===== src/ibd_pkg.sv =====
// Shared types, constants and the control program for the idle backlight dimmer.
// No dependencies; imported by the sequencer, the datapath and the top level.
`timescale 1ns / 1ps
`default_nettype none

package ibd_pkg;

	// Field widths
	localparam int LevelW   = 7;
	localparam int TimeW    = 20;
	localparam int ElapsedW = 16;
	localparam int CmdW     = 3;
	localparam int CfgIdxW  = 2;
	localparam int PcW      = 4;

	// Shared multiplier: 18 x 20 operands, 38-bit product
	localparam int MulAW    = 18;
	localparam int MulBW    = 20;
	localparam int ProdW    = MulAW + MulBW;

	localparam logic [LevelW-1:0]  MaxLevel     = 7'd100;
	localparam logic [LevelW-1:0]  ResetLevel   = 7'd100;
	localparam logic [TimeW-1:0]   ResetTimeout = 20'd60000;
	localparam logic [LevelW-1:0]  ResetRatio   = 7'd15;
	localparam logic [LevelW-1:0]  ResetFloor   = 7'd4;

	// x / 100 = (x * 10486) >> 20, exact for x below 2^14
	localparam logic [MulBW-1:0]   Recip100     = 20'd10486;
	localparam int                 Shift100     = 20;
	// y / 25 = (y * 671089) >> 24, exact for y below 2^18; 800 = 32 * 25
	localparam logic [MulBW-1:0]   Recip25      = 20'd671089;
	localparam int                 Shift25      = 24;
	localparam int                 Shift32      = 5;

	// Command codes
	localparam logic [CmdW-1:0] CMD_INIT  = 3'd0;
	localparam logic [CmdW-1:0] CMD_SETU  = 3'd1;
	localparam logic [CmdW-1:0] CMD_WAKE  = 3'd2;
	localparam logic [CmdW-1:0] CMD_ATTN  = 3'd3;
	localparam logic [CmdW-1:0] CMD_TICK  = 3'd4;

	// Configuration register indexes
	localparam logic [CfgIdxW-1:0] REG_TIMEOUT = 2'd0;
	localparam logic [CfgIdxW-1:0] REG_RATIO   = 2'd1;
	localparam logic [CfgIdxW-1:0] REG_FLOOR   = 2'd2;

	typedef logic [PcW-1:0] pc_t;

	// Program entry points and fixed addresses
	localparam pc_t PC_INIT   = 4'd0;
	localparam pc_t PC_SETU   = 4'd1;
	localparam pc_t PC_WAKE   = 4'd2;
	localparam pc_t PC_ATTN   = 4'd3;
	localparam pc_t PC_ATTN_W = 4'd4;
	localparam pc_t PC_TICK   = 4'd5;
	localparam pc_t PC_MUL_T  = 4'd6;
	localparam pc_t PC_DIV_T  = 4'd7;
	localparam pc_t PC_TGT    = 4'd8;
	localparam pc_t PC_SPAN   = 4'd9;
	localparam pc_t PC_MUL_S  = 4'd10;
	localparam pc_t PC_DIV_S  = 4'd11;
	localparam pc_t PC_FADE   = 4'd12;
	localparam pc_t PC_SHOWU  = 4'd13;
	localparam pc_t PC_END    = 4'd14;

	typedef enum logic [3:0] {
		OP_NOP,
		OP_INIT,
		OP_SETU,
		OP_WAKE,
		OP_ATTN,
		OP_IDLE,
		OP_SHOWU,
		OP_MUL_T,
		OP_DIV_T,
		OP_TGT,
		OP_SPAN,
		OP_MUL_S,
		OP_DIV_S,
		OP_FADE
	} op_t;

	typedef enum logic [1:0] {
		CN_NONE,
		CN_NO_RISE,
		CN_NO_FADE,
		CN_NO_STEP
	} cond_t;

	typedef struct packed {
		op_t   op;
		cond_t cond;
		pc_t   target;
		logic  fin;
	} cword_t;

	// Sequencer to datapath
	typedef struct packed {
		logic capture;
		op_t  op;
	} ctrl_t;

	// Datapath to sequencer
	typedef struct packed {
		logic hold;
		logic rise;
		logic no_fade;
		logic no_step;
	} stat_t;

	typedef enum logic {
		SQ_IDLE,
		SQ_RUN
	} seq_state_t;

	// Control store: one word per step
	function automatic cword_t ibd_rom(input pc_t pc);
		cword_t w;
		w = '{op: OP_NOP, cond: CN_NONE, target: PC_END, fin: 1'b1};
		case (pc)
			PC_INIT:   w = '{op: OP_INIT,  cond: CN_NONE,    target: PC_END,   fin: 1'b1};
			PC_SETU:   w = '{op: OP_SETU,  cond: CN_NONE,    target: PC_END,   fin: 1'b0};
			PC_WAKE:   w = '{op: OP_WAKE,  cond: CN_NONE,    target: PC_END,   fin: 1'b1};
			PC_ATTN:   w = '{op: OP_ATTN,  cond: CN_NO_RISE, target: PC_END,   fin: 1'b0};
			PC_ATTN_W: w = '{op: OP_WAKE,  cond: CN_NONE,    target: PC_END,   fin: 1'b1};
			PC_TICK:   w = '{op: OP_IDLE,  cond: CN_NO_FADE, target: PC_SHOWU, fin: 1'b0};
			PC_MUL_T:  w = '{op: OP_MUL_T, cond: CN_NONE,    target: PC_END,   fin: 1'b0};
			PC_DIV_T:  w = '{op: OP_DIV_T, cond: CN_NONE,    target: PC_END,   fin: 1'b0};
			PC_TGT:    w = '{op: OP_TGT,   cond: CN_NONE,    target: PC_END,   fin: 1'b0};
			PC_SPAN:   w = '{op: OP_SPAN,  cond: CN_NO_STEP, target: PC_END,   fin: 1'b0};
			PC_MUL_S:  w = '{op: OP_MUL_S, cond: CN_NONE,    target: PC_END,   fin: 1'b0};
			PC_DIV_S:  w = '{op: OP_DIV_S, cond: CN_NONE,    target: PC_END,   fin: 1'b0};
			PC_FADE:   w = '{op: OP_FADE,  cond: CN_NONE,    target: PC_END,   fin: 1'b1};
			PC_SHOWU:  w = '{op: OP_SHOWU, cond: CN_NONE,    target: PC_END,   fin: 1'b1};
			default:   w = '{op: OP_NOP,   cond: CN_NONE,    target: PC_END,   fin: 1'b1};
		endcase
		return w;
	endfunction

	// Map a command to the first step of its routine
	function automatic pc_t ibd_entry(input logic [CmdW-1:0] cmd);
		pc_t pc;
		pc = PC_END;
		case (cmd)
			CMD_INIT: pc = PC_INIT;
			CMD_SETU: pc = PC_SETU;
			CMD_WAKE: pc = PC_WAKE;
			CMD_ATTN: pc = PC_ATTN;
			CMD_TICK: pc = PC_TICK;
			default:  pc = PC_END;
		endcase
		return pc;
	endfunction

endpackage

`default_nettype wire


===== src/idle_backlight_dimmer.sv =====
// Idle backlight dimmer, top level: ibd_seq steps a microprogram over ibd_dp.
// Each accepted command runs its program to the end before the next is taken (item_stall
// is high while busy); a showing step waits while the result register is full and stalled.
// All multiplies and divides share one 18x20 multiplier.
// Reset clears state to user and shown level 100, idle count 0, defaults set.
`timescale 1ns / 1ps
`default_nettype none

module idle_backlight_dimmer
	import ibd_pkg::*;
(
	input  wire logic                clk,
	input  wire logic                arst_n,
	input  wire logic                item_valid,
	output logic                     item_stall,
	input  wire logic [CmdW-1:0]     cmd,
	input  wire logic [LevelW-1:0]   level,
	input  wire logic                attn_req,
	input  wire logic [ElapsedW-1:0] tick_ms,
	output logic                     result_valid,
	input  wire logic                result_stall,
	output logic [LevelW-1:0]        backlight_percent,
	input  wire logic                cfg_valid,
	output logic                     cfg_ready,
	input  wire logic [CfgIdxW-1:0]  cfg_index,
	input  wire logic [TimeW-1:0]    cfg_data
);

	ctrl_t ctrl;
	stat_t stat;
	logic  busy;

	// Sequencer
	ibd_seq u_seq (
		.clk        (clk),
		.arst_n     (arst_n),
		.item_valid (item_valid),
		.cmd        (cmd),
		.stat       (stat),
		.ctrl       (ctrl),
		.busy       (busy)
	);

	// Datapath
	ibd_dp u_dp (
		.clk               (clk),
		.arst_n            (arst_n),
		.ctrl              (ctrl),
		.level             (level),
		.attn_req          (attn_req),
		.tick_ms           (tick_ms),
		.cfg_we            (cfg_valid && cfg_ready),
		.cfg_index         (cfg_index),
		.cfg_data          (cfg_data),
		.result_stall      (result_stall),
		.result_valid      (result_valid),
		.backlight_percent (backlight_percent),
		.stat              (stat)
	);

	assign item_stall = busy;
	assign cfg_ready  = !busy;

	// An accepted beat starts a program
	a_accept_busy: assert property (@(posedge clk) disable iff (!arst_n)
		item_valid && !item_stall |=> item_stall)
		else $error("sequencer did not start after an accepted beat");

	// Shown level never exceeds full scale
	a_level_range: assert property (@(posedge clk) disable iff (!arst_n)
		result_valid |-> backlight_percent <= MaxLevel)
		else $error("result level above full scale");

	// A new result only comes from a running program
	a_emit_busy: assert property (@(posedge clk) disable iff (!arst_n)
		$rose(result_valid) |-> $past(item_stall))
		else $error("result raised while sequencer idle");

	// The sequencer holds only while the result register is full and stalled
	a_hold_out: assert property (@(posedge clk) disable iff (!arst_n)
		stat.hold |-> result_valid && result_stall)
		else $error("sequencer held without a stalled result");

endmodule

`default_nettype wire


===== src/ibd_seq.sv =====
// Microcode sequencer: step counter, control store lookup and conditional jumps.
// Depends on ibd_pkg for the control word, the program and the status types.
`timescale 1ns / 1ps
`default_nettype none

module ibd_seq
	import ibd_pkg::*;
(
	input  wire logic            clk,
	input  wire logic            arst_n,
	input  wire logic            item_valid,
	input  wire logic [CmdW-1:0] cmd,
	input  wire stat_t           stat,
	output ctrl_t                ctrl,
	output logic                 busy
);

	seq_state_t state_q, state_nx;
	pc_t        pc_q, pc_nx;
	cword_t     cw;
	logic       jump;

	// Hold state and step counter
	always_ff @(posedge clk or negedge arst_n) begin
		if (!arst_n) begin
			state_q <= SQ_IDLE;
			pc_q    <= PC_END;
		end else begin
			state_q <= state_nx;
			pc_q    <= pc_nx;
		end
	end

	// Decode the current word and pick the next step
	always_comb begin
		cw           = ibd_rom(pc_q);
		state_nx     = state_q;
		pc_nx        = pc_q;
		ctrl.capture = 1'b0;
		ctrl.op      = OP_NOP;
		busy         = 1'b1;
		case (cw.cond)
			CN_NO_RISE: jump = !stat.rise;
			CN_NO_FADE: jump = stat.no_fade;
			CN_NO_STEP: jump = stat.no_step;
			default:    jump = 1'b0;
		endcase
		case (state_q)
			SQ_IDLE: begin
				busy         = 1'b0;
				ctrl.capture = item_valid;
				if (item_valid) begin
					state_nx = SQ_RUN;
					pc_nx    = ibd_entry(cmd);
				end
			end
			SQ_RUN: begin
				ctrl.op = cw.op;
				if (!stat.hold) begin
					if (cw.fin) begin
						state_nx = SQ_IDLE;
					end else if (jump) begin
						pc_nx = cw.target;
					end else begin
						pc_nx = pc_q + 1'b1;
					end
				end
			end
			default: begin
				state_nx = SQ_IDLE;
			end
		endcase
	end

endmodule

`default_nettype wire


===== src/ibd_dp.sv =====
// Datapath: settings, dimmer state, shared multiplier and the result register.
// Depends on ibd_pkg; driven step by step by ibd_seq.
`timescale 1ns / 1ps
`default_nettype none

module ibd_dp
	import ibd_pkg::*;
(
	input  wire logic                clk,
	input  wire logic                arst_n,
	input  wire ctrl_t               ctrl,
	input  wire logic [LevelW-1:0]   level,
	input  wire logic                attn_req,
	input  wire logic [ElapsedW-1:0] tick_ms,
	input  wire logic                cfg_we,
	input  wire logic [CfgIdxW-1:0]  cfg_index,
	input  wire logic [TimeW-1:0]    cfg_data,
	input  wire logic                result_stall,
	output logic                     result_valid,
	output logic [LevelW-1:0]        backlight_percent,
	output stat_t                    stat
);

	// Settings and state
	logic [TimeW-1:0]    timeout_q;
	logic [LevelW-1:0]   ratio_q, floor_q;
	logic [LevelW-1:0]   user_q, shown_q;
	logic [TimeW-1:0]    idle_q;
	logic                seen_q;
	logic                out_valid_q;
	// Captured beat and scratch
	logic [LevelW-1:0]   lvl_q;
	logic                np_q;
	logic [ElapsedW-1:0] elapsed_q;
	logic [LevelW-1:0]   tgt_q, span_q, out_level_q;
	logic [ProdW-1:0]    prod_q;

	logic [LevelW-1:0]   lvl_clamp;
	logic [TimeW:0]      idle_sum;
	logic                idle_lt, idle_sat;
	logic [TimeW-1:0]    idle_nx;
	logic [MulAW-1:0]    mul_a;
	logic [MulBW-1:0]    mul_b;
	logic [ProdW-1:0]    prod_nx;
	logic [LevelW-1:0]   quot_t, tgt_fl, tgt_nx;
	logic [13:0]         step_raw, step;
	logic [LevelW-1:0]   diff, fade_lvl, show_lvl;
	logic                show_op, out_free, emit;

	assign lvl_clamp = (level > MaxLevel) ? MaxLevel : level;

	// Idle counter update and tick path choice
	always_comb begin
		idle_lt  = idle_q < timeout_q;
		idle_sum = {1'b0, idle_q} + {{(TimeW + 1 - ElapsedW){1'b0}}, elapsed_q};
		idle_sat = idle_sum >= {1'b0, timeout_q};
		idle_nx  = idle_sat ? timeout_q : idle_sum[TimeW-1:0];
	end

	// Shared multiplier operand select
	always_comb begin
		case (ctrl.op)
			OP_MUL_T: begin
				mul_a = {{(MulAW - LevelW){1'b0}}, user_q};
				mul_b = {{(MulBW - LevelW){1'b0}}, ratio_q};
			end
			OP_DIV_T: begin
				mul_a = {4'b0, prod_q[13:0]};
				mul_b = Recip100;
			end
			OP_MUL_S: begin
				mul_a = {{(MulAW - LevelW){1'b0}}, span_q};
				mul_b = {{(MulBW - ElapsedW){1'b0}}, elapsed_q};
			end
			default: begin
				mul_a = prod_q[Shift32 +: MulAW];
				mul_b = Recip25;
			end
		endcase
		prod_nx = {{MulBW{1'b0}}, mul_a} * {{MulAW{1'b0}}, mul_b};
	end

	// Dim target: quotient raised to the floor, capped at the user level
	always_comb begin
		quot_t = prod_q[Shift100 +: LevelW];
		tgt_fl = (quot_t < floor_q) ? floor_q : quot_t;
		tgt_nx = (tgt_fl > user_q) ? user_q : tgt_fl;
	end

	// Fade step and the level to show
	always_comb begin
		step_raw = prod_q[Shift25 +: 14];
		step     = (step_raw == 14'd0) ? 14'd1 : step_raw;
		diff     = shown_q - tgt_q;
		fade_lvl = (step >= {7'b0, diff}) ? tgt_q : shown_q - step[LevelW-1:0];
		show_lvl = (ctrl.op == OP_FADE) ? fade_lvl : user_q;
	end

	// Status to the sequencer: hold a showing step while the result register is full and stalled
	always_comb begin
		show_op      = (ctrl.op == OP_WAKE) || (ctrl.op == OP_SHOWU) || (ctrl.op == OP_FADE);
		out_free     = !out_valid_q || !result_stall;
		stat.hold    = show_op && !out_free;
		stat.rise    = np_q && !seen_q;
		stat.no_fade = idle_lt && !idle_sat;
		stat.no_step = (shown_q <= tgt_q) || (user_q <= tgt_q);
		emit         = show_op && out_free && (show_lvl != shown_q);
	end

	// Advance state and settings
	always_ff @(posedge clk or negedge arst_n) begin
		if (!arst_n) begin
			timeout_q   <= ResetTimeout;
			ratio_q     <= ResetRatio;
			floor_q     <= ResetFloor;
			user_q      <= ResetLevel;
			shown_q     <= ResetLevel;
			idle_q      <= '0;
			seen_q      <= 1'b0;
			out_valid_q <= 1'b0;
		end else begin
			if (cfg_we) begin
				case (cfg_index)
					REG_TIMEOUT: timeout_q <= cfg_data;
					REG_RATIO:   ratio_q   <= cfg_data[LevelW-1:0];
					REG_FLOOR:   floor_q   <= cfg_data[LevelW-1:0];
					default:     ;
				endcase
			end
			if (emit) begin
				out_valid_q <= 1'b1;
			end else if (!result_stall) begin
				out_valid_q <= 1'b0;
			end
			case (ctrl.op)
				OP_INIT: begin
					user_q  <= lvl_q;
					shown_q <= lvl_q;
					idle_q  <= '0;
				end
				OP_SETU: begin
					user_q <= lvl_q;
				end
				OP_WAKE: begin
					if (!stat.hold) begin
						idle_q  <= '0;
						shown_q <= show_lvl;
					end
				end
				OP_SHOWU, OP_FADE: begin
					if (!stat.hold) begin
						shown_q <= show_lvl;
					end
				end
				OP_ATTN: begin
					seen_q <= np_q;
				end
				OP_IDLE: begin
					if (idle_lt) begin
						idle_q <= idle_nx;
					end
				end
				default: ;
			endcase
		end
	end

	// Capture the beat, scratch registers and result payload
	always_ff @(posedge clk) begin
		if (ctrl.capture) begin
			lvl_q     <= lvl_clamp;
			np_q      <= attn_req;
			elapsed_q <= tick_ms;
		end
		case (ctrl.op)
			OP_MUL_T, OP_DIV_T, OP_MUL_S, OP_DIV_S: prod_q <= prod_nx;
			OP_TGT:  tgt_q  <= tgt_nx;
			OP_SPAN: span_q <= user_q - tgt_q;
			default: ;
		endcase
		if (emit) begin
			out_level_q <= show_lvl;
		end
	end

	assign result_valid      = out_valid_q;
	assign backlight_percent = out_level_q;

endmodule

`default_nettype wire

===== config.mk =====
export PLATFORM = sky130hd
export DESIGN_NAME = idle_backlight_dimmer
export DESIGN_NICKNAME = d
export VERILOG_FILES = /design/src/ibd_pkg.sv /design/src/idle_backlight_dimmer.sv /design/src/ibd_seq.sv /design/src/ibd_dp.sv
export SDC_FILE = /design/constraint.sdc
export NUM_CORES = 1
export LEC_CHECK = 0
export BUFFER_PORTS_ARGS = -buffer_cell sky130_fd_sc_hd__clkbuf_2
export CORE_MARGIN = 4
export CORE_UTILIZATION = 43
export DETAILED_ROUTE_END_ITERATION = 10
export GPL_ROUTABILITY_DRIVEN = 0
export PLACE_DENSITY = 0.58
export SYNTH_ARGS = -nofsm -noshare
export SYNTH_HDL_FRONTEND = slang
export SYNTH_SLANG_ARGS = --single-unit

===== constraint.sdc =====
create_clock -name clk -period 8.7 [get_ports clk]
set_input_delay 0.87 -clock clk [delete_from_list [all_inputs] [get_ports clk]]
set_output_delay 0.87 -clock clk [all_outputs]
set_load 0.02 [all_outputs]

## Yosys cells after proc, flatten, opt, wreduce, memory -nomap -nowiden

Memories as Yosys holds them, arrays and structs flattened.
Cells that the tools add are included.
W data, S select, Z words.

| cells by class | value |
|---|---|
| add/sub/neg operators | 5 |
| multipliers | 1 |
| div/mod/pow operators | 0 |
| magnitude comparators | 8 |
| eq/ne operators | 30 |
| shift operators | 0 |
| mux-type cells | 29 |
| bitwise logic cells | 1 |
| reduce and logical (&&, ||, !) cells | 31 |

Operators by type and width:

| operator | count |
|---|---|
| $pmux W20 S3 | 2 |
| $mux W20 | 3 |
| $pmux W18 S3 | 1 |
| $mul A18 B20 Y38 | 1 |
| $mux W7 | 5 |
| $eq A4 B4 Y1 const B | 6 |
| $add A20 B16 Y21 | 1 |
| $ge A21 B20 Y1 | 1 |
| $sub A7 B7 Y7 | 3 |
| $lt A20 B20 Y1 | 1 |
| $mux W4 | 5 |
| $pmux W4 S5 | 1 |
| $eq A4 B3 Y1 const B | 4 |
| $ge A14 B7 Y1 | 1 |
| $le A7 B7 Y1 | 2 |
| $logic_not A14 Y1 | 1 |
| $mux W14 | 1 |
| $pmux W7 S2 | 1 |
| $ne A2 B2 Y1 const B | 5 |
| $eq A4 B2 Y1 const B | 2 |
| $pmux W4 S2 | 1 |
| $reduce_and A2 Y1 | 4 |
| $gt A7 B7 Y1 | 1 |
| $gt A7 B7 Y1 const B | 1 |
| 25 further kinds | 51 |

| word-level totals | value |
|---|---|
| register bits | 158 |
| bits in latches | 0 |
| RAM bits | 0 |
| memory bits (read-only) | 144 |
| output and inout bits | 10 |
| memories kept | 1 |

Memories:

| memory | words | width | read ports | clocked after Yosys merged registers in | write ports | line | RTL |
|---|---|---|---|---|---|---|---|
| (no name shown) | 16 | 9 | 1 | 0 | 0 | ibd_pkg.sv:120 | `case (pc)` |

## Longest topological paths before layout

Gate-level depths: netlist of run 1.

| depth | value |
|---|---|
| depth after elaboration | 9 |
| gate-level depth with buffers | 34 |
| mapped depth without buffers | 32 |

## Modules after synthesis

From an unflattened synthesis of run 1, not the netlist that was laid out.

| second synthesis, totals | value |
|---|---|
| cells, all modules | 2129 |
| area total of the unflattened synthesis | 20179.4 um^2 |

Modules (own cells, without submodules):

| module | times used | cells each | area each (um^2) | seq. area each (um^2) |
|---|---|---|---|---|
| ibd_dp | 1 | 2048 | 19536.2 | 4266.6 |
| ibd_seq | 1 | 79 | 633.1 | 128.9 |
| idle_backlight_dimmer | 1 | 2 | 10.0 | 0.0 |

## Worst setup path before layout of run 1

Ideal clock, no wire load.

| path | value |
|---|---|
| path kind | flip-flop to flip-flop |
| start point | register u_seq.pc_q[1] |
| end point | register u_dp.prod_q[34], data pin |
| setup time | 260 ps |
| data arrival time | 7663 ps |
| data required time | 8440 ps |
| slack | 777 ps |
| stages on the path, launching flop included | 32 |
| clock period less this slack | 7923 ps |
| cells stage by stage | dfstp_2 inv_1 ha_1 nor2b_1 o31ai_4 nand2b_1 nor2_4 nor2_4 buf_4 nand2_1 inv_1 nor2_2 inv_1 fa_1 inv_1 fa_1 inv_1 fa_1 fa_1 fa_1 inv_1 fa_1 inv_1 ha_1 a21oi_1 o21ai_0 a31o_2 a221oi_1 o21ai_0 and2_1 a41oi_1 xnor2_1 |

| on the way | value |
|---|---|
| longest elaborated chain between the ends | 5 |

Ends and longest elaborated chain:

| item | line | RTL |
|---|---|---|
| from (decl) | ibd_seq.sv:19 | `pc_t pc_q, pc_nx;` |
| from (signal assigned) | ibd_seq.sv:30 | `pc_q <= pc_nx;` |
| $mem_v2 Z16 W9 * | n/a |  |
| $mux W4 * | ibd_seq.sv:48 | `case (state_q)` |
| $eq A4 B4 Y1 / $eq A4 B3 Y1 (equally long branches) | ibd_dp.sv:62 | `case (ctrl.op)` |
| $pmux W18 S3 / $pmux W20 S3 (equally long branches) | ibd_dp.sv:62 |  |
| $mul A18 B20 Y38 * | ibd_dp.sv:80 | `prod_nx = {{MulBW{1'b0}}, mul_a} * {{MulAW{1'b0}}, mul_b};` |
| via u_dp.prod_nx[34] | ibd_dp.sv:44 | `logic [ProdW-1:0] prod_nx;` |
| to (signal assigned) | ibd_dp.sv:176 | `OP_MUL_T, OP_DIV_T, OP_MUL_S, OP_DIV_S: prod_q <= prod_nx;` |
| to (decl) | ibd_dp.sv:36 | `logic [ProdW-1:0] prod_q;` |

The timed path passes the listed nets; every way through them passes the cells marked *.
A chain may end at the register's enable or synchronous reset.

## Final worst setup path of run 1

| path | value |
|---|---|
| start point | register u_seq.pc_q[1] |
| end point | register u_dp.prod_q[35], data pin |

Same word-level chain as after synthesis.

==> impl_metrics.tcl, run 1 <==
set metrics [dict create \
    outcome "completed" \
    slowest_stage "fa_1" \
    cts_inserted_buffers 17 \
    yosys.area.top_type "fa_1" \
    cp.buffers_inverters 6 \
    relSlewSlack_pct 20.5 \
    final_cell_area_sq_um 22500 \
    ant_nets 0 \
    synth_top_area_share_pct 25.1 \
    firstDrtPassIters 5 \
    grt_pass1_wl_mm 88.2 \
    design.core.area_sq_um 46800 \
    synth_edf_count 83 \
    synth_area_sq_um 20400 \
    slew_viol_final 0 \
    hold_path_end "u_dp.idle_q[12]" \
    synth.avg_cell_area_sq_um 9.42 \
    finalCritPeriodShare_pct 95.6 \
    synthCells 2164 \
    dpl-instance-area_sq_um 21800 \
    grt_util_all_layers_pct 22.2 \
    antenna_found_initial 0 \
    ctsHoldBuffers 0 \
    finalSetupViolCount 0 \
    die_area_sq_um 51000 \
    ys_ff_latch 158 \
    synth.most_common_cell "inv_1" \
    multiInputGateArea_sq_um 14400 \
    worstPathArrival_ns 8.53 \
    h-tree-depth 4 \
    grt_max_degree 76 \
    die_height_um 226 \
    period_needed_ns 8.32 \
    critical_path.top_delay_family "adder cells" \
    finClkSkew_ns 0.0185 \
    num_io_pins 64 \
    die_w_um 226 \
    whs_path_depth 2 \
    fmax_mhz 120 \
    vias 15400 \
    reg2reg_to "u_dp.prod_q[35]" \
    max_stage_delay_ns 0.61 \
    cp-start-kind "flop" \
    worstReg2RegStart "u_seq.pc_q[1]" \
    ys_warn_count 0 \
    vias_per_cell 5.29 \
    dpl.hpwl_mm 45.8 \
    fin_tns_setup_ns 0 \
    cts_sinks 158 \
    num_rows 79 \
    crit_type "reg2reg" \
    port_buffers 63 \
    cts_tree "done" \
    cp.required_ns 8.91 \
    grt_pass1_vias 16100 \
    root_buffer "clkbuf_16" \
    endpoint_kind "flop" \
    wirelength_mm 54.6 \
    register_area_sq_um 4400 \
    hold_path_startpoint "u_dp.timeout_q[12]" \
    ff2ff_setup_slack_ns 0.38 \
    r2r_cells 29 \
    drt_iter0_drc 1185 \
    startpoint "u_seq.pc_q[1]" \
    grt_overflow 0 \
    synthTopCellsByArea "fa_1 25%, ha_1 14%, edfxtp_1 12%, inv_1 8.4%, dfrtp_1 6.6%" \
    wl_per_cell_um 18.7 \
    crit_top_cell "fa_1" \
    cap_violations 0 \
    synth_ff_type "edfxtp_1" \
    clock_latency_ns 0.46 \
    worst_pin_slew_ns 1.19 \
    start_util_pct 43.6 \
    diodes 0 \
    path_clk_slew_ns 0.08 \
    hold_viol 0 \
    yosys-top-cells-count "454 x inv_1, 256 x fa_1, 227 x ha_1, 186 x nand2_1, 149 x nor2_1" \
    nNetsFinal 2836 \
    cts_buffer_depth 2 \
    async_reset_ff_share_pct 47.5 \
    syn_to_final_growth_pct 10.6 \
    seq_area_frac_synth_pct 21.6 \
    cp_max_fo 16 \
    fill_cells 4376 \
    drc_errors 0 \
    synth.distinct_cells 86 \
    hold_class "reg2reg" \
    drive_gt1_share_pct 10.7 \
]
## cells in the final DEF (no fill, tap or decap), types with 20 or more instances in the layout
cell type / count
a21o_1: 33
a21oi_1: 91
and2_1: 36
buf_4: 47
clkbuf_2: 62
conb_1: 56
dfrtp_1: 54
dfstp_2: 21
edfxtp_1: 83
fa_1: 256
ha_1: 227
inv_1: 453
mux2_2: 28
nand2_1: 185
nand3_1: 20
nor2_1: 148
nor2b_1: 23
o21a_1: 21
o21ai_0: 99
xnor2_1: 40
## layer usage
metal  global-route usage [%]  share of wire (%)
met5                        0                  0
met4                     5.85                2.2
met3                     3.28                4.9
met2                     35.7                 47
met1                     31.6                 46
## state kept, by name, indices dropped and copies added (netlist names), 16 cells and up
register,cells
u_dp.elapsed_q,16
u_dp.timeout_q,20
u_dp.prod_q,38
u_dp.idle_q,20
## worst min-delay path, stage by stage, from the launching register on
cell and delay (ns):
dfrtp_1 0.34, a222oi_1 0.06, inv_1 0.05
## worst max-delay path by stage
| stage | endpoint | slack, ns | depth (start not counted) |
|---|---|---|---|
| global route | u_dp.prod_q[37] | -0.02 | 30 |
| finish | u_dp.prod_q[35] | 0.38 | 29 |
| floorplan | u_dp.prod_q[34] | 0.78 | 31 |
| global placement | u_dp.prod_q[35] | 0.27 | 32 |
| detailed placement | u_dp.prod_q[35] | 0.13 | 31 |
| CTS | u_dp.prod_q[35] | 0.05 | 31 |
## repair_timing
item	4_1_cts	5_1_grt
setup buffers	0	1
resized for setup	0	17
setup endpoints to repair	0	13
## cell type report
cell class	count	share of cell area (%)
multi-input cells	1557	63.7
repair buffers	110	3.03
clock buffers	18	2.00
inverters	455	7.58
clock inverters	14	0.838
flip-flops and latches	158	19.5
well taps	607	3.37
## cell families (layout without fill, tap and decap cells)
| family | count (synthesis) | in the layout | synth area share [%] |
|---|---|---|---|
| AO/OA/AOI/OAI | 387 | 387 | 12.8 |
| XOR/XNOR | 57 | 57 | 2.45 |
| adder cells (fa/ha/maj) | 483 | 483 | 39.1 |
| buffers and inverters | 503 | 597 | 9.53 |
| flip-flops | 158 | 158 | 21.6 |
| multiplexers | 45 | 45 | 2.38 |
| other | 2 | 56 | 0.0368 |
| AND/OR/NAND/NOR | 529 | 529 | 12.2 |
## per-stage QoR
| step | setup slack [ns] | std cells | hold WS, ns | util, % |
|---|---|---|---|---|
| 2_1_floorplan | 0.777 | 2218 | 0.459 | - |
| 3_3_place_gp | 0.267 | 2886 | 0.468 | 46.7 |
| 3_5_place_dp | 0.130 | 2886 | 0.472 | 46.7 |
| 4_1_cts | 0.0545 | 2918 | 0.481 | 48.1 |
| 5_1_grt | -0.0201 | 2919 | 0.504 | 48.2 |
| 6_report | 0.380 | 2919 | 0.483 | 48.2 |
Power of run 1 is not shown: default switching activity piles up to over one toggle a cycle in this logic, so the estimate is an artifact.
==> run 2: changes to the inputs <==
--- a/config.mk
+++ b/config.mk
@@ -6,11 +6,13 @@
 export NUM_CORES = 1
 export LEC_CHECK = 0
 export BUFFER_PORTS_ARGS = -buffer_cell sky130_fd_sc_hd__clkbuf_2
+export CELL_PAD_IN_SITES_DETAIL_PLACEMENT = 1
+export CELL_PAD_IN_SITES_GLOBAL_PLACEMENT = 1
 export CORE_MARGIN = 4
 export CORE_UTILIZATION = 43
 export DETAILED_ROUTE_END_ITERATION = 10
 export GPL_ROUTABILITY_DRIVEN = 0
-export PLACE_DENSITY = 0.58
+export PLACE_DENSITY = 0.71
 export SYNTH_ARGS = -nofsm -noshare
 export SYNTH_HDL_FRONTEND = slang
 export SYNTH_SLANG_ARGS = --single-unit
==> constraint.sdc (replaced) <==
create_clock -name clk -period 8.23 [get_ports clk]
set_input_delay 0.823 -clock clk [delete_from_list [all_inputs] [get_ports clk]]
set_output_delay 0.823 -clock clk [all_outputs]
set_load 0.02 [all_outputs]
==> impl_metrics.tcl, run 2 (same netlist as run 1, synthesis figures left out) <==
set metrics [dict create \
    cp.required_ns 8.42 \
    critical_path.top_delay_family "adder cells" \
    firstDrtPassIters 5 \
    crit_top_cell "fa_1" \
    die_area_sq_um 51000 \
    dpl.hpwl_mm 51.8 \
    syn_to_final_growth_pct 15.5 \
    relSlewSlack_pct 20.9 \
    design.core.area_sq_um 46800 \
    finalCritPeriodShare_pct 98.5 \
    path_depth 34 \
    ant_nets 0 \
    crit_type "reg2reg" \
    clock_latency_ns 0.47 \
    worstPathArrival_ns 8.30 \
    worst_slack_ns 0.125 \
    wirelength_mm 63.4 \
    fill_cells 5399 \
    layout_common_cells "446 x inv_1, 255 x fa_1, 217 x ha_1" \
    vias 16300 \
    grt_pass1_wl_mm 98.7 \
    cp_max_fo 9 \
    cap_violations 0 \
    finalSetupViolCount 0 \
    die_height_um 226 \
    num_io_pins 64 \
    hold_class "reg2reg" \
    h-tree-depth 4 \
    cp.buffers_inverters 11 \
    drt_iter0_drc 1046 \
    r2r_cells 34 \
    cp-start-kind "flop" \
    grt_max_degree 76 \
    place_inst 2938 \
    grt_util_all_layers_pct 25.1 \
    die_w_um 226 \
    ctsHoldBuffers 0 \
    num_rows 79 \
    antenna_found_initial 2 \
    cts_sinks 158 \
    hold_viol 0 \
    period_needed_ns 8.11 \
    cts_inserted_buffers 17 \
    endpoint_kind "flop" \
    cts_tree "done" \
    nNetsFinal 2915 \
    outcome "completed" \
    start_util_pct 43.6 \
    port_buffers 63 \
    wl_per_cell_um 21.1 \
    whs_path_depth 1 \
    cts_buffer_depth 2 \
    fmax_mhz 123 \
    drive_gt1_share_pct 16.4 \
    grt_pass1_vias 17900 \
    path_clk_slew_ns 0.07 \
    drc_errors 0 \
    final_common_cell "inv_1" \
    slowest_stage "fa_1" \
    slew_viol_final 0 \
    largest_register_ffs 38 \
    vias_per_cell 5.44 \
    grt_overflow 0 \
    worst_pin_slew_ns 1.18 \
    dp_slack_ns -0.510 \
    finClkSkew_ns 0.0191 \
    max_stage_delay_ns 0.57 \
    top_register "u_dp.prod_q" \
    reg_top3 "u_dp.prod_q (38), u_dp.idle_q (20), u_dp.timeout_q (20)" \
    root_buffer "clkbuf_16" \
    instances_no_fill 2999 \
]
[run 2: cell count changes in the layout (fill, tap and decap cells not counted), sizes merged]
cell      delta
nor2         +1
clkinvlp     -2
diode        +1
clkinv       -1
clkbuf       +5
buf         +76
[run 2: routing by layer]
layer	part of all wire [%]	global-route usage, %	routed length (um)
met2	49	42.9	31100
met3	4.5	3.35	2870
met1	44	33.8	27900
met4	2.4	6.34	1510
met5	0	0	0
[run 2: repair_timing]
item / 4_1_cts / 5_1_grt
pin swaps: 7 / 41
buffers inserted: 8 / 18
gates cloned: 1 / 1
endpoints found under the setup margin: 15 / 15
resized for setup: 29 / 86
endpoints found under the hold margin: 0 / 0
[run 2: cell type report]
| type | count | area (sq um) | area share, % |
|---|---|---|---|
| antenna | 1 | 2.50 | 0.0106 |
| clock inverter | 11 | 120 | 0.510 |
| tap | 607 | 759 | 3.23 |
| multi-input combinational | 1558 | 14700 | 62.5 |
| clock buffer | 21 | 483 | 2.05 |
| inverter | 455 | 1710 | 7.26 |
| sequential | 158 | 4400 | 18.7 |
| timing repair buffer | 188 | 1360 | 5.78 |
[run 2: stage by stage]
stage          cell area (sq um)  setup TNS (ns)  utilization (%)  hold slack [ns]
2_1_floorplan              20600               0                -            0.459
3_3_place_gp               22200          -0.473             47.5            0.473
3_5_place_dp               22200           -3.64             47.5            0.495
4_1_cts                    23000               0             49.2            0.503
5_1_grt                    23500          -0.770             50.3            0.518
6_report                   23500               0             50.3            0.506
[run 2: final timing paths]
path / endpoint / slack [ns] / from
setup / recovery: u_dp.prod_q[30] / 0.12 / u_seq.pc_q[1]
hold / removal: u_dp.seen_q / 0.51 / u_dp.seen_q
setup reg to reg: u_dp.prod_q[30] / 0.12 / u_seq.pc_q[1]
hold reg to reg: u_dp.seen_q / 0.51 / u_dp.seen_q
max in group asynchronous: u_dp.idle_q[6] / 7.02 / arst_n
min in group asynchronous: u_dp.timeout_q[17] / 0.53 / arst_n
Power of run 2 is left out for the same reason.
==> run 3: changes to the inputs <==
--- a/config.mk
+++ b/config.mk
@@ -5,6 +5,7 @@
 export SDC_FILE = /design/constraint.sdc
 export NUM_CORES = 1
 export LEC_CHECK = 0
+export ABC_AREA = 1
 export BUFFER_PORTS_ARGS = -buffer_cell sky130_fd_sc_hd__clkbuf_2
 export CELL_PAD_IN_SITES_DETAIL_PLACEMENT = 1
 export CELL_PAD_IN_SITES_GLOBAL_PLACEMENT = 1
@@ -12,7 +13,7 @@
 export CORE_UTILIZATION = 43
 export DETAILED_ROUTE_END_ITERATION = 10
 export GPL_ROUTABILITY_DRIVEN = 0
-export PLACE_DENSITY = 0.71
+export PLACE_DENSITY = 0.72
 export SYNTH_ARGS = -nofsm -noshare
 export SYNTH_HDL_FRONTEND = slang
 export SYNTH_SLANG_ARGS = --single-unit
==> impl_metrics.tcl, run 3 <==
set metrics [dict create \
    num_io_pins 64 \
    holdWs_ns 0.494 \
    clock_latency_ns 0.46 \
    worst_slack_ns 0.276 \
    syn_to_final_growth_pct 11.3 \
    root_buffer "clkbuf_16" \
    seq_area_frac_synth_pct 21.8 \
    dpl.hpwl_mm 49.9 \
    reg_top3 "u_dp.prod_q (38), u_dp.idle_q (20), u_dp.timeout_q (20)" \
    largest_register_ffs 38 \
    hold_class "reg2reg" \
    ant_nets 0 \
    wirelength_mm 59.2 \
    dp_slack_ns -0.115 \
    endpoint_kind "flop" \
    h-tree-depth 4 \
    cap_violations 0 \
    die_height_um 224 \
    slew_viol_final 0 \
    grt_max_degree 76 \
    synth_area_sq_um 20100 \
    ctsHoldBuffers 0 \
    cp-start-kind "flop" \
    path_clk_slew_ns 0.07 \
    grt_pass1_vias 17600 \
    worst_pin_slew_ns 1.07 \
    cp.required_ns 8.43 \
    final_common_cell "inv_1" \
    top_register "u_dp.prod_q" \
    die_area_sq_um 50300 \
    cts_sinks 158 \
    layout_common_cells "592 x inv_1, 384 x nand2_1, 254 x fa_1" \
    ys_ff_latch 158 \
    finalSetupViolCount 0 \
    die_w_um 224 \
    port_buffers 63 \
    yosys.area.top_type "fa_1" \
    vias_per_cell 5.07 \
    drc_errors 0 \
    wl_per_cell_um 18.8 \
    synth.distinct_cells 57 \
    finalCritPeriodShare_pct 96.6 \
    synth_top_area_share_pct 25.5 \
    finish.utilization_pct 48.2 \
    grt_overflow 0 \
    period_needed_ns 7.95 \
    antenna_found_initial 1 \
    cp_max_fo 11 \
    fmax_mhz 126 \
    max_stage_delay_ns 0.69 \
    cts_buffer_depth 2 \
    synthCells 2381 \
    crit_type "reg2reg" \
    dpl-instance-area_sq_um 21400 \
    firstDrtPassIters 5 \
    synth_edf_count 83 \
    worstPathArrival_ns 8.16 \
    ys_warn_count 0 \
    vias 16000 \
    hold_viol 0 \
    slowest_stage "dfstp_2" \
    fill_cells 5606 \
    start_util_pct 43.3 \
    yosys-top-cells-count "596 x inv_1, 387 x nand2_1, 256 x fa_1, 227 x ha_1, 178 x nor2_1" \
    drive_gt1_share_pct 9.78 \
    diodes 0 \
    synth.avg_cell_area_sq_um 8.46 \
    final_cell_area_sq_um 22400 \
    nNetsFinal 3061 \
    design.core.area_sq_um 46500 \
    grt_pass1_wl_mm 94.3 \
    synth_ff_type "edfxtp_1" \
    cts_tree "done" \
    async_reset_ff_share_pct 47.5 \
    synth.most_common_cell "inv_1" \
    grt_util_all_layers_pct 23.8 \
    num_rows 79 \
    outcome "completed" \
    drt_iter0_drc 791 \
    cts_inserted_buffers 17 \
    finClkSkew_ns 0.0139 \
    synthTopCellsByArea "fa_1 25%, ha_1 14%, edfxtp_1 12%, inv_1 11%, nand2_1 7.2%" \
    relSlewSlack_pct 28.7 \
]
## run 3: changes by cell type after synthesis, moves of 30 or more
cell and delta:
nand2_1 +201, a21oi_1 +46, o21ai_0 +34, nand3_1 +33, inv_1 +142, xor2_1 +30, and2_1 -36
## run 3: cells by family (layout without fill, tap and decap cells)
kind of cell	Yosys count	count (layout)	share of synthesized area (%)
xor gates and xnor gates	65	65	2.83
and+or+nand+nor	676	676	14.0
AOI/OAI and AO/OA	340	340	9.30
buffers and inverters	657	759	12.5
adders and majority gates	483	483	39.6
DFF	158	158	21.8
other	2	56	0.0373
## run 3: worst paths after layout
path / start / to / slack (ns) / cells after the start
setup / recovery: u_seq.pc_q[2] / u_dp.prod_q[24] / 0.28 / 37
hold / removal: u_dp.timeout_q[4] / u_dp.timeout_q[4] / 0.49 / 2
setup reg to reg: u_seq.pc_q[2] / u_dp.prod_q[24] / 0.28 / 37
hold reg to reg: u_dp.timeout_q[4] / u_dp.timeout_q[4] / 0.49 / 2
max in group asynchronous: arst_n / u_seq.pc_q[0] / 7.00 / 1
min in group asynchronous: arst_n / u_dp.idle_q[6] / 0.52 / 1
## run 3: final cells by class
type	instances	area, sq um	share of cell area (%)
Tap cell	607	759	3.39
Sequential cell	158	4400	19.6
Timing Repair inverter	2	17.5	0.0782
Clock inverter	11	104	0.464
Clock buffer	21	483	2.16
Multi-Input combinational cell	1620	13600	60.8
Timing Repair Buffer	109	683	3.05
Inverter	616	2350	10.5
## run 3: per-layer routing
metal / GRT usage, % / vias to the layer above / routed length (um)
met5: 0 / - / 12
li1: - / 7572 / -
met4: 4.37 / 2 / 1120
met3: 4.07 / 69 / 2120
met2: 41.8 / 268 / 29500
met1: 31.6 / 8044 / 26400
## run 3: through the flow
stage | setup TNS, ns | instances
after floorplan | 0 | 2435
after global placement | 0 | 3089
after detailed placement | -0.216 | 3089
after CTS | 0 | 3123
after global routing | -0.181 | 3144
final | 0 | 3144
## run 3: timing repair
item | CTS | global route
setup endpoints to repair | 6 | 19
gates cloned | 0 | 2
gates resized for setup | 2 | 52
pin swaps | 1 | 10
buffers inserted | 2 | 19
## run 3: critical path, delay by kind of cell, from the launching register on
family	cells	cell delay, ns
buffers and inverters	13	1.11
AO/OA/AOI/OAI	3	0.80
flip-flops	1	0.69
AND/OR/NAND/NOR	13	1.50
adder cells (fa/ha/maj)	7	3.48
XOR/XNOR	1	0.08
Power of run 3 is left out for the same reason.
